===== src/hw/rtl/spwm_pkg.sv =====
package spwm_pkg;

    localparam int CountW = 8;
    localparam int TicksW = 10;
    localparam int PeriodW = 8;
    localparam int DigitW = 2;
    localparam int SegW = 7;
    localparam int AngleW = 8;
    localparam int CfgDataW = 10;
    localparam int CfgIdxW = 2;

    localparam logic [AngleW-1:0] AngleMax = 8'd180;

    // Register indexes on the configuration port
    typedef enum logic [CfgIdxW-1:0] {
        CFG_MIN_COUNT    = 2'd0,
        CFG_MAX_COUNT    = 2'd1,
        CFG_LOW_TICKS    = 2'd2,
        CFG_PERIODS_UPD  = 2'd3
    } cfg_idx_t;

    // Display digit positions, leftmost first
    typedef enum logic [DigitW-1:0] {
        DIG_THOUSANDS = 2'd0,
        DIG_HUNDREDS  = 2'd1,
        DIG_TENS      = 2'd2,
        DIG_ONES      = 2'd3
    } digit_pos_t;

    // Angle in degrees: (count - min) * 5 / 2, truncated, limited to 180
    function automatic logic [AngleW-1:0] angle_of(
        input logic [CountW-1:0] count,
        input logic [CountW-1:0] min_count
    );
        logic [CountW-1:0] diff;
        logic [CountW+2:0] times5;
        logic [CountW+1:0] half;
        diff   = count - min_count;
        times5 = {1'b0, diff, 2'b00} + {3'b000, diff};
        half   = times5[CountW+2:1];
        if (count < min_count) begin
            angle_of = '0;
        end else if (half > {2'b00, AngleMax}) begin
            angle_of = AngleMax;
        end else begin
            angle_of = half[AngleW-1:0];
        end
    endfunction

    // Quotient by ten for values up to 255: multiply by 205, drop 11 bits
    function automatic logic [4:0] div10(input logic [AngleW-1:0] a);
        logic [15:0] prod;
        prod = {8'd0, a} * 16'd205;
        div10 = prod[15:11];
    endfunction

    // Seven segment pattern, bit0 = a ... bit6 = g
    function automatic logic [SegW-1:0] seg_code(input logic [3:0] d);
        unique case (d)
            4'd0:    seg_code = 7'h3F;
            4'd1:    seg_code = 7'h06;
            4'd2:    seg_code = 7'h5B;
            4'd3:    seg_code = 7'h4F;
            4'd4:    seg_code = 7'h66;
            4'd5:    seg_code = 7'h6D;
            4'd6:    seg_code = 7'h7D;
            4'd7:    seg_code = 7'h07;
            4'd8:    seg_code = 7'h7F;
            4'd9:    seg_code = 7'h67;
            default: seg_code = 7'h3F;
        endcase
    endfunction

endpackage


===== src/hw/rtl/servo_pwm_with_angle_display.sv =====
// Servo PWM generator with a four-digit seven-segment angle display. Each
// input transaction is one timer tick (s_tick = 1) or a hold step (s_tick = 0),
// with the two button levels; every input transaction yields exactly one
// output transaction holding the servo pin level, the digit last driven, its
// segment pattern and the current angle. One transaction is taken per clock:
// the whole update is one combinational pass from the state registers into the
// output register, and the input side stays ready while the output register is
// empty or being drained, so the block sustains one tick per cycle from a
// prescaled enable. The pulse-width count is sampled from the buttons at the
// start of every burst of periods_per_update PWM periods; a period is
// pulse_count ticks high followed by low_ticks ticks low, and at the end of
// each period one digit (thousands, hundreds, tens, ones, with leading zeros)
// of the angle (count - min_count) * 5 / 2, limited to 180, is latched.
// Write the configuration registers only while no transaction is in flight.
module servo_pwm_with_angle_display (
    input  logic                            aclk,
    input  logic                            aresetn,
    // configuration writes
    input  logic                            cfg_wr_en,
    input  logic [spwm_pkg::CfgIdxW-1:0]    cfg_addr,
    input  logic [spwm_pkg::CfgDataW-1:0]   cfg_wdata,
    // input channel
    input  logic                            s_valid,
    output logic                            s_ready,
    input  logic                            s_tick,
    input  logic                            s_up_pressed,
    input  logic                            s_down_pressed,
    // result channel
    output logic                            m_valid,
    input  logic                            m_ready,
    output logic                            m_pwm_level,
    output logic [spwm_pkg::DigitW-1:0]     m_digit_index,
    output logic [spwm_pkg::SegW-1:0]       m_segments,
    output logic [spwm_pkg::AngleW-1:0]     m_angle_degrees
);
    import spwm_pkg::*;

    // Configuration registers
    logic [CountW-1:0]  min_count_reg;
    logic [CountW-1:0]  max_count_reg;
    logic [TicksW-1:0]  low_ticks_reg;
    logic [PeriodW-1:0] periods_upd_reg;

    // Generator state
    logic [CountW-1:0]  pulse_count_reg, pulse_count_next;
    logic               high_phase_reg, high_phase_next;
    logic [TicksW-1:0]  phase_ticks_reg, phase_ticks_next;
    logic [PeriodW-1:0] period_num_reg, period_num_next;
    logic [DigitW-1:0]  shown_digit_reg, shown_digit_next;
    logic [SegW-1:0]    seg_hold_reg, seg_hold_next;

    // Output register
    logic               m_valid_reg;
    logic               level_reg, level_next;
    logic [DigitW-1:0]  digit_idx_reg;
    logic [SegW-1:0]    segments_reg;
    logic [AngleW-1:0]  angle_reg, angle_next;

    logic               accept;
    logic               sample;
    logic               period_end;
    logic [CountW-1:0]  count_up;
    logic [CountW-1:0]  count_smp;
    logic               hp_eff;
    logic [TicksW-1:0]  pt_eff;
    logic [TicksW-1:0]  pt_inc;
    logic [TicksW-1:0]  low_eff;
    logic [PeriodW-1:0] ppu_eff;
    logic [PeriodW-1:0] pn_inc;
    logic [AngleW-1:0]  angle_smp;
    logic [4:0]         tens_q;
    logic [3:0]         digit_val;

    // Take a transaction while the output register is empty or draining
    assign s_ready = !m_valid_reg || m_ready;
    assign accept  = s_valid && s_ready;

    // Configuration port
    always_ff @(posedge aclk) begin
        if (!aresetn) begin
            min_count_reg   <= 8'd21;
            max_count_reg   <= 8'd104;
            low_ticks_reg   <= 10'd360;
            periods_upd_reg <= 8'd50;
        end else if (cfg_wr_en) begin
            unique case (cfg_idx_t'(cfg_addr))
                CFG_MIN_COUNT:   min_count_reg   <= cfg_wdata[CountW-1:0];
                CFG_MAX_COUNT:   max_count_reg   <= cfg_wdata[CountW-1:0];
                CFG_LOW_TICKS:   low_ticks_reg   <= cfg_wdata[TicksW-1:0];
                CFG_PERIODS_UPD: periods_upd_reg <= cfg_wdata[PeriodW-1:0];
                default: ;
            endcase
        end
    end

    // Zero low time or zero burst length acts as one
    assign low_eff = (low_ticks_reg == '0) ? TicksW'(1) : low_ticks_reg;
    assign ppu_eff = (periods_upd_reg == '0) ? PeriodW'(1) : periods_upd_reg;

    // Button sample at the first tick of a burst: wrap, else up then clamped down
    assign sample   = (period_num_reg == '0) && high_phase_reg && (phase_ticks_reg == '0);
    assign count_up = s_up_pressed ? pulse_count_reg + CountW'(1) : pulse_count_reg;

    always_comb begin
        if (!sample) begin
            count_smp = pulse_count_reg;
        end else if (pulse_count_reg >= max_count_reg) begin
            count_smp = min_count_reg;
        end else if (s_down_pressed && (count_up > min_count_reg)) begin
            count_smp = count_up - CountW'(1);
        end else begin
            count_smp = count_up;
        end
    end

    // Zero pulse width skips the high phase; this tick then belongs to the low phase
    assign hp_eff = high_phase_reg && (count_smp != '0);
    assign pt_eff = (high_phase_reg && !hp_eff) ? '0 : phase_ticks_reg;
    assign pt_inc = pt_eff + TicksW'(1);
    assign pn_inc = period_num_reg + PeriodW'(1);

    assign period_end = !hp_eff && (pt_inc >= low_eff);

    // Digit of the angle at the period end, with leading zeros
    assign angle_smp = angle_of(count_smp, min_count_reg);
    assign tens_q    = div10(angle_smp);

    always_comb begin
        unique case (digit_pos_t'(shown_digit_reg))
            DIG_THOUSANDS: digit_val = 4'd0;
            DIG_HUNDREDS:  digit_val = (angle_smp >= 8'd100) ? 4'd1 : 4'd0;
            DIG_TENS:      digit_val = (tens_q >= 5'd10) ? 4'(tens_q - 5'd10)
                                                         : tens_q[3:0];
            DIG_ONES:      digit_val = 4'(angle_smp - {3'b000, tens_q} * 8'd10);
            default:       digit_val = 4'd0;
        endcase
    end

    // Next state: hold everything on a hold step
    always_comb begin
        pulse_count_next = pulse_count_reg;
        high_phase_next  = high_phase_reg;
        phase_ticks_next = phase_ticks_reg;
        period_num_next  = period_num_reg;
        shown_digit_next = shown_digit_reg;
        seg_hold_next    = seg_hold_reg;
        level_next       = high_phase_reg;
        if (s_tick) begin
            pulse_count_next = count_smp;
            level_next       = hp_eff;
            if (hp_eff) begin
                if (pt_inc >= {2'b00, count_smp}) begin
                    high_phase_next  = 1'b0;
                    phase_ticks_next = '0;
                end else begin
                    high_phase_next  = 1'b1;
                    phase_ticks_next = pt_inc;
                end
            end else if (period_end) begin
                seg_hold_next    = seg_code(digit_val);
                shown_digit_next = shown_digit_reg + DigitW'(1);
                high_phase_next  = 1'b1;
                phase_ticks_next = '0;
                period_num_next  = (pn_inc >= ppu_eff) ? '0 : pn_inc;
            end else begin
                high_phase_next  = 1'b0;
                phase_ticks_next = pt_inc;
            end
        end
    end

    assign angle_next = angle_of(pulse_count_next, min_count_reg);

    // Advance state only on an accepted transaction
    always_ff @(posedge aclk) begin
        if (!aresetn) begin
            pulse_count_reg <= 8'd21;
            high_phase_reg  <= 1'b1;
            phase_ticks_reg <= '0;
            period_num_reg  <= '0;
            shown_digit_reg <= '0;
            seg_hold_reg    <= '0;
        end else if (accept) begin
            pulse_count_reg <= pulse_count_next;
            high_phase_reg  <= high_phase_next;
            phase_ticks_reg <= phase_ticks_next;
            period_num_reg  <= period_num_next;
            shown_digit_reg <= shown_digit_next;
            seg_hold_reg    <= seg_hold_next;
        end
    end

    // Output register: load on accept, drop valid once taken
    always_ff @(posedge aclk) begin
        if (!aresetn) begin
            m_valid_reg <= 1'b0;
        end else if (accept) begin
            m_valid_reg <= 1'b1;
        end else if (m_ready) begin
            m_valid_reg <= 1'b0;
        end
    end

    always_ff @(posedge aclk) begin
        if (accept) begin
            level_reg     <= level_next;
            // report the digit last driven
            digit_idx_reg <= shown_digit_next - DigitW'(1);
            segments_reg  <= seg_hold_next;
            angle_reg     <= angle_next;
        end
    end

    assign m_valid         = m_valid_reg;
    assign m_pwm_level     = level_reg;
    assign m_digit_index   = digit_idx_reg;
    assign m_segments      = segments_reg;
    assign m_angle_degrees = angle_reg;

    // An accepted transaction always leaves a result waiting
    a_accept_fills: assert property (@(posedge aclk) disable iff (!aresetn)
        accept |=> m_valid_reg)
        else $error("accepted transaction produced no result");

    // A stalled result freezes the generator state
    a_stall_holds: assert property (@(posedge aclk) disable iff (!aresetn)
        (m_valid_reg && !m_ready) |=> ($stable(pulse_count_reg) && $stable(phase_ticks_reg)))
        else $error("state moved while output stalled");

    // The count only changes at a button sample
    a_count_at_sample: assert property (@(posedge aclk) disable iff (!aresetn)
        (accept && !(s_tick && sample)) |=> $stable(pulse_count_reg))
        else $error("pulse count changed outside a sample");

    // The digit index only advances at a period end
    a_digit_at_end: assert property (@(posedge aclk) disable iff (!aresetn)
        (accept && !(s_tick && period_end)) |=> $stable(shown_digit_reg))
        else $error("digit advanced outside a period end");

    // Reported angle never exceeds the display limit
    a_angle_limit: assert property (@(posedge aclk) disable iff (!aresetn)
        m_valid_reg |-> (angle_reg <= AngleMax))
        else $error("angle above limit");

endmodule


===== config.mk =====
export PLATFORM = sky130hd
export DESIGN_NAME = servo_pwm_with_angle_display
export DESIGN_NICKNAME = d
export VERILOG_FILES = /design/src/hw/rtl/spwm_pkg.sv /design/src/hw/rtl/servo_pwm_with_angle_display.sv
export SDC_FILE = /design/constraint.sdc
export NUM_CORES = 1
export LEC_CHECK = 0
export BUFFER_PORTS_ARGS = -buffer_cell sky130_fd_sc_hd__buf_4
export CORE_MARGIN = 3
export CORE_UTILIZATION = 45
export CTS_CLUSTER_SIZE = 12
export DETAILED_ROUTE_END_ITERATION = 16
export HOLD_SLACK_MARGIN = 0.05
export PLACE_DENSITY = 0.67
export SYNTH_ARGS = -nofsm -noshare
export SYNTH_HDL_FRONTEND = slang
export SYNTH_SLANG_ARGS = --single-unit

===== constraint.sdc =====
create_clock -name aclk -period 14.9 [get_ports aclk]
set_clock_uncertainty 0.1 [all_clocks]
set_input_delay 0.745 -clock aclk [delete_from_list [all_inputs] [get_ports aclk]]
set_output_delay 0.745 -clock aclk [all_outputs]
set_load 0.01 [all_outputs]

==> summary.md <==
| Metric | Value |
|---|---|
| Tmin final | about 13 ns |
| Clk pin slew, worst setup/hold paths | 0.07 ns |
| Drt drc | 0 |
| Initial DRC Count | 386 |
| Fin. Hold Viols | 0 |
| Setup-failing EPs final | 0 |
| Row cnt | 50 |
| Min-Delay Path Class | reg2reg |
| FFs w/ async S/R, synth | 0% |
| Yosys cell types | 86 |
| CP Launch Type | register |
| Slew Limit Fails | 0 |
| Antenna diodes | 0 |
| CTS Root Cell | clkbuf_16 |
| Die X | about 150 um |
| Final hold slack | ~0.36 ns |
| Average size of a mapped cell | 8.181 um2 |
| Vias/cell | 5.505 |
| Antenna violations before repair | 0 |
| RSZ-0062 raised after global routing | false |
| Max Buffers Root-to-Sink | 2 |
| Die Area | 21140 um2 |
| Post-synth top area share | between 15 and 20% |
| Commonest non-fill, non-tap cell in the layout | ha_1 |
| GP Congestion | about 0.91 |
| Sink Count | slightly below 90 |
| Setup Total Neg Slack | 0 ns |
| Core Region | 18890 um2 |
| Bufs and invs on worst path | 6 |
| All-Layer GR Usage | about a fifth |
| Cells on Worst Hold Path | 2 |
| Initial core utilization | a little under half |
| Synth area leader | ha_1 |
| Post-DRT Antenna Nets | 0 |
| Worst endpoint required time | between 10 and 15 ns |
| Clock Latency Late Sink | roughly 0.34 ns |
| Largest net degree at the start of global routing | 31 |
| Largest stage delay, worst path | 0.71 ns |
| Reg2Reg Setup Slack | 1.42 ns |
| Global-route wire length before repair | between 30 and 40 mm |
| Syn_nets | approximately 1200 |
| Via count | 7481 |
| CTS tree | yes |
| Fin area | 9558 um2 |
| Cts repair resizes | 0 |
| First drt pass iteration count | 5 |
| Mean routed wirelength per cell | approximately 15 um |
| Vias in the first global route | around 6900 |
| Ratio of cells with drive above 1 in the final layout | 8.462% |
| Crit path arrival time | about 13 ns |
| Worst slew pin tran | 1.033 ns |
| Crit path kind | reg2reg |
| Pleak | approximately 4.4 nW |
| Drt total wl | 20.79 mm |
| Hold Buf Count CTS | 0 |
| Grt total ovfl | 0 |
| CP Depth | 50 |
| Top FF cell, synth | dfxtp_1 |
| Port bufs | 39 |
| Dpl cell area | around 9300 um2 |
| Power Total | roughly 1.8 mW |
| Most frequent CP cell | ha_1 |
| Synthesized area | around 8700 um2 |
| Seq/Total Area, Yosys | about 22% |
| Status | finished, final reports clean |
| Area growth syn-to-layout | 9.285% |
| Htree depth | 3 |
| MaxCap Viol Count | 0 |
| Cell count after synthesis | roughly 1100 |
| Seq cells post-synth | between 80 and 90 |
| Detailed Place HPWL | ~16 mm |
| Layout net count | between 1000 and 1500 |
| Top post-synthesis cells by area | ha_1 19%, dfxtp_1 16%, edfxtp_1 6.2%, a21oi_1 4.9%, inv_1 4.7% |
| Num CTS Buffers | 9 |
| Worst Reg-to-Reg Cells | 50 |
| Crit path max fanout | 13 |
| FMAX | 0.07419 GHz |
| Top Ports | 40 |
| Peak VDD IR | approximately 0.00010 V |
| Slew HR | between 30% and 40% |
| CP delay by family, top | compound AO/OA/AOI/OAI gates |
| Pwr Density | 188.4 nW/um2 |
| Setup crit end kind | register |
| Fin crit share | between 90% and 100% |
| Max stage delay cell, worst path | a211oi_2 |
| Most frequent cells in the layout | 130 x ha_1, 110 x inv_1, 109 x nand2_1 |
| Number of synthesized flops with an enable pin | 18 |
| Pre-CTS worst setup slack | roughly 1.3 ns |
| Setup Buffers After CTS | 0 |
| Min setup slack post-route | approximately 1.4 ns |
| Die span in y | between 100 and 150 um |
| Ys Warns | 0 |
[synth_stat cells (3+ instances only)]
cell / instances
dfxtp_1: 71
nor2b_1: 16
ha_1: 130
nor2_1: 79
a21o_1: 29
a22o_1: 6
nand2_1: 109
nand3_1: 24
nor3b_1: 3
o22ai_1: 6
a21oi_1: 86
or2_2: 4
nand2b_1: 17
buf_2: 4
and2_1: 10
nor3_1: 15
a21boi_0: 4
nand4_1: 8
and4_1: 4
or4_1: 6
inv_1: 110
o31ai_1: 5
edfxtp_1: 18
o21a_1: 7
a31oi_1: 7
xnor2_1: 30
a211oi_1: 6
or3_1: 8
and4b_1: 3
o32ai_1: 3
fa_1: 15
xor2_1: 26
mux2i_1: 14
o21bai_1: 7
o21ai_0: 40
mux2_2: 10
nand3b_1: 7
nor4_1: 6
a211o_1: 4
o31a_1: 3
o211ai_1: 16
and3_1: 11
clkbuf_1: 25
[final timing paths]
check,from,end
max reg2reg,pulse_count_reg[0]$_SDFFE_PN1P_,m_segments[4]$_DFFE_PP_
max,pulse_count_reg[0]$_SDFFE_PN1P_,m_segments[4]$_DFFE_PP_
min,periods_upd_reg[2]$_SDFFE_PN0P_,periods_upd_reg[2]$_SDFFE_PN0P_
min reg2reg,periods_upd_reg[2]$_SDFFE_PN0P_,periods_upd_reg[2]$_SDFFE_PN0P_
[final cells by class]
cell class                 count  area [um2]
multi-input combinational    837        6245
clock buffer                  10       229.0
clock inverter                 6       42.54
inverter                     113       424.2
timing repair buffer          44       330.3
tap                          260       325.3
sequential                    89        1962
fill                        1861        9335
[cells by family (layout without fill, tap and decap cells)]
| group | Yosys count | after routing | synth area share [%] |
|---|---|---|---|
| buffers and inverters | 143 | 173 | 6.280 |
| flip-flops | 89 | 89 | 22.43 |
| AO/OA/AOI/OAI | 270 | 270 | 21.30 |
| adder cells (fa/ha/maj) | 145 | 145 | 22.03 |
| XOR/XNOR | 57 | 57 | 5.865 |
| AND/OR/NAND/NOR | 341 | 341 | 19.20 |
| multiplexers | 24 | 24 | 2.890 |
[layer usage]
layer / share of wire [%] / track usage, % / up-vias
met5: 0 / 0 / -
met4: 0.80 / 3.039 / 0
met3: 4.9 / 2.678 / 16
met2: 45 / 30.80 / 186
met1: 49 / 28.57 / 3451
li1: - / - / 3828
[worst reg2reg max path: cells and delay by family, from the launching register on]
kind	cells	cell delay (ns)
AO/OA/AOI/OAI	20	4.89
flip-flops	1	0.57
adder cells (fa/ha/maj)	11	3.74
buffers and inverters	6	0.47
XOR/XNOR	1	0.25
multiplexers	1	0.28
AND/OR/NAND/NOR	11	2.92
[through the flow]
stage	utilization (%)	instances
3_3_place_gp	49.15	1343
4_1_cts	50.59	1359
3_5_place_dp	49.15	1343
6_report	50.59	1359
5_1_grt	50.59	1359
2_1_floorplan	-	1069
[report_power, final]
part	internal, mW	leakage, nW	switching (mW)
logic	0.557	3.57	0.763
registers	0.262	0.749	0.00756
clock network	0.114	0.131	0.0965
Power figures use the tool's default switching activity.
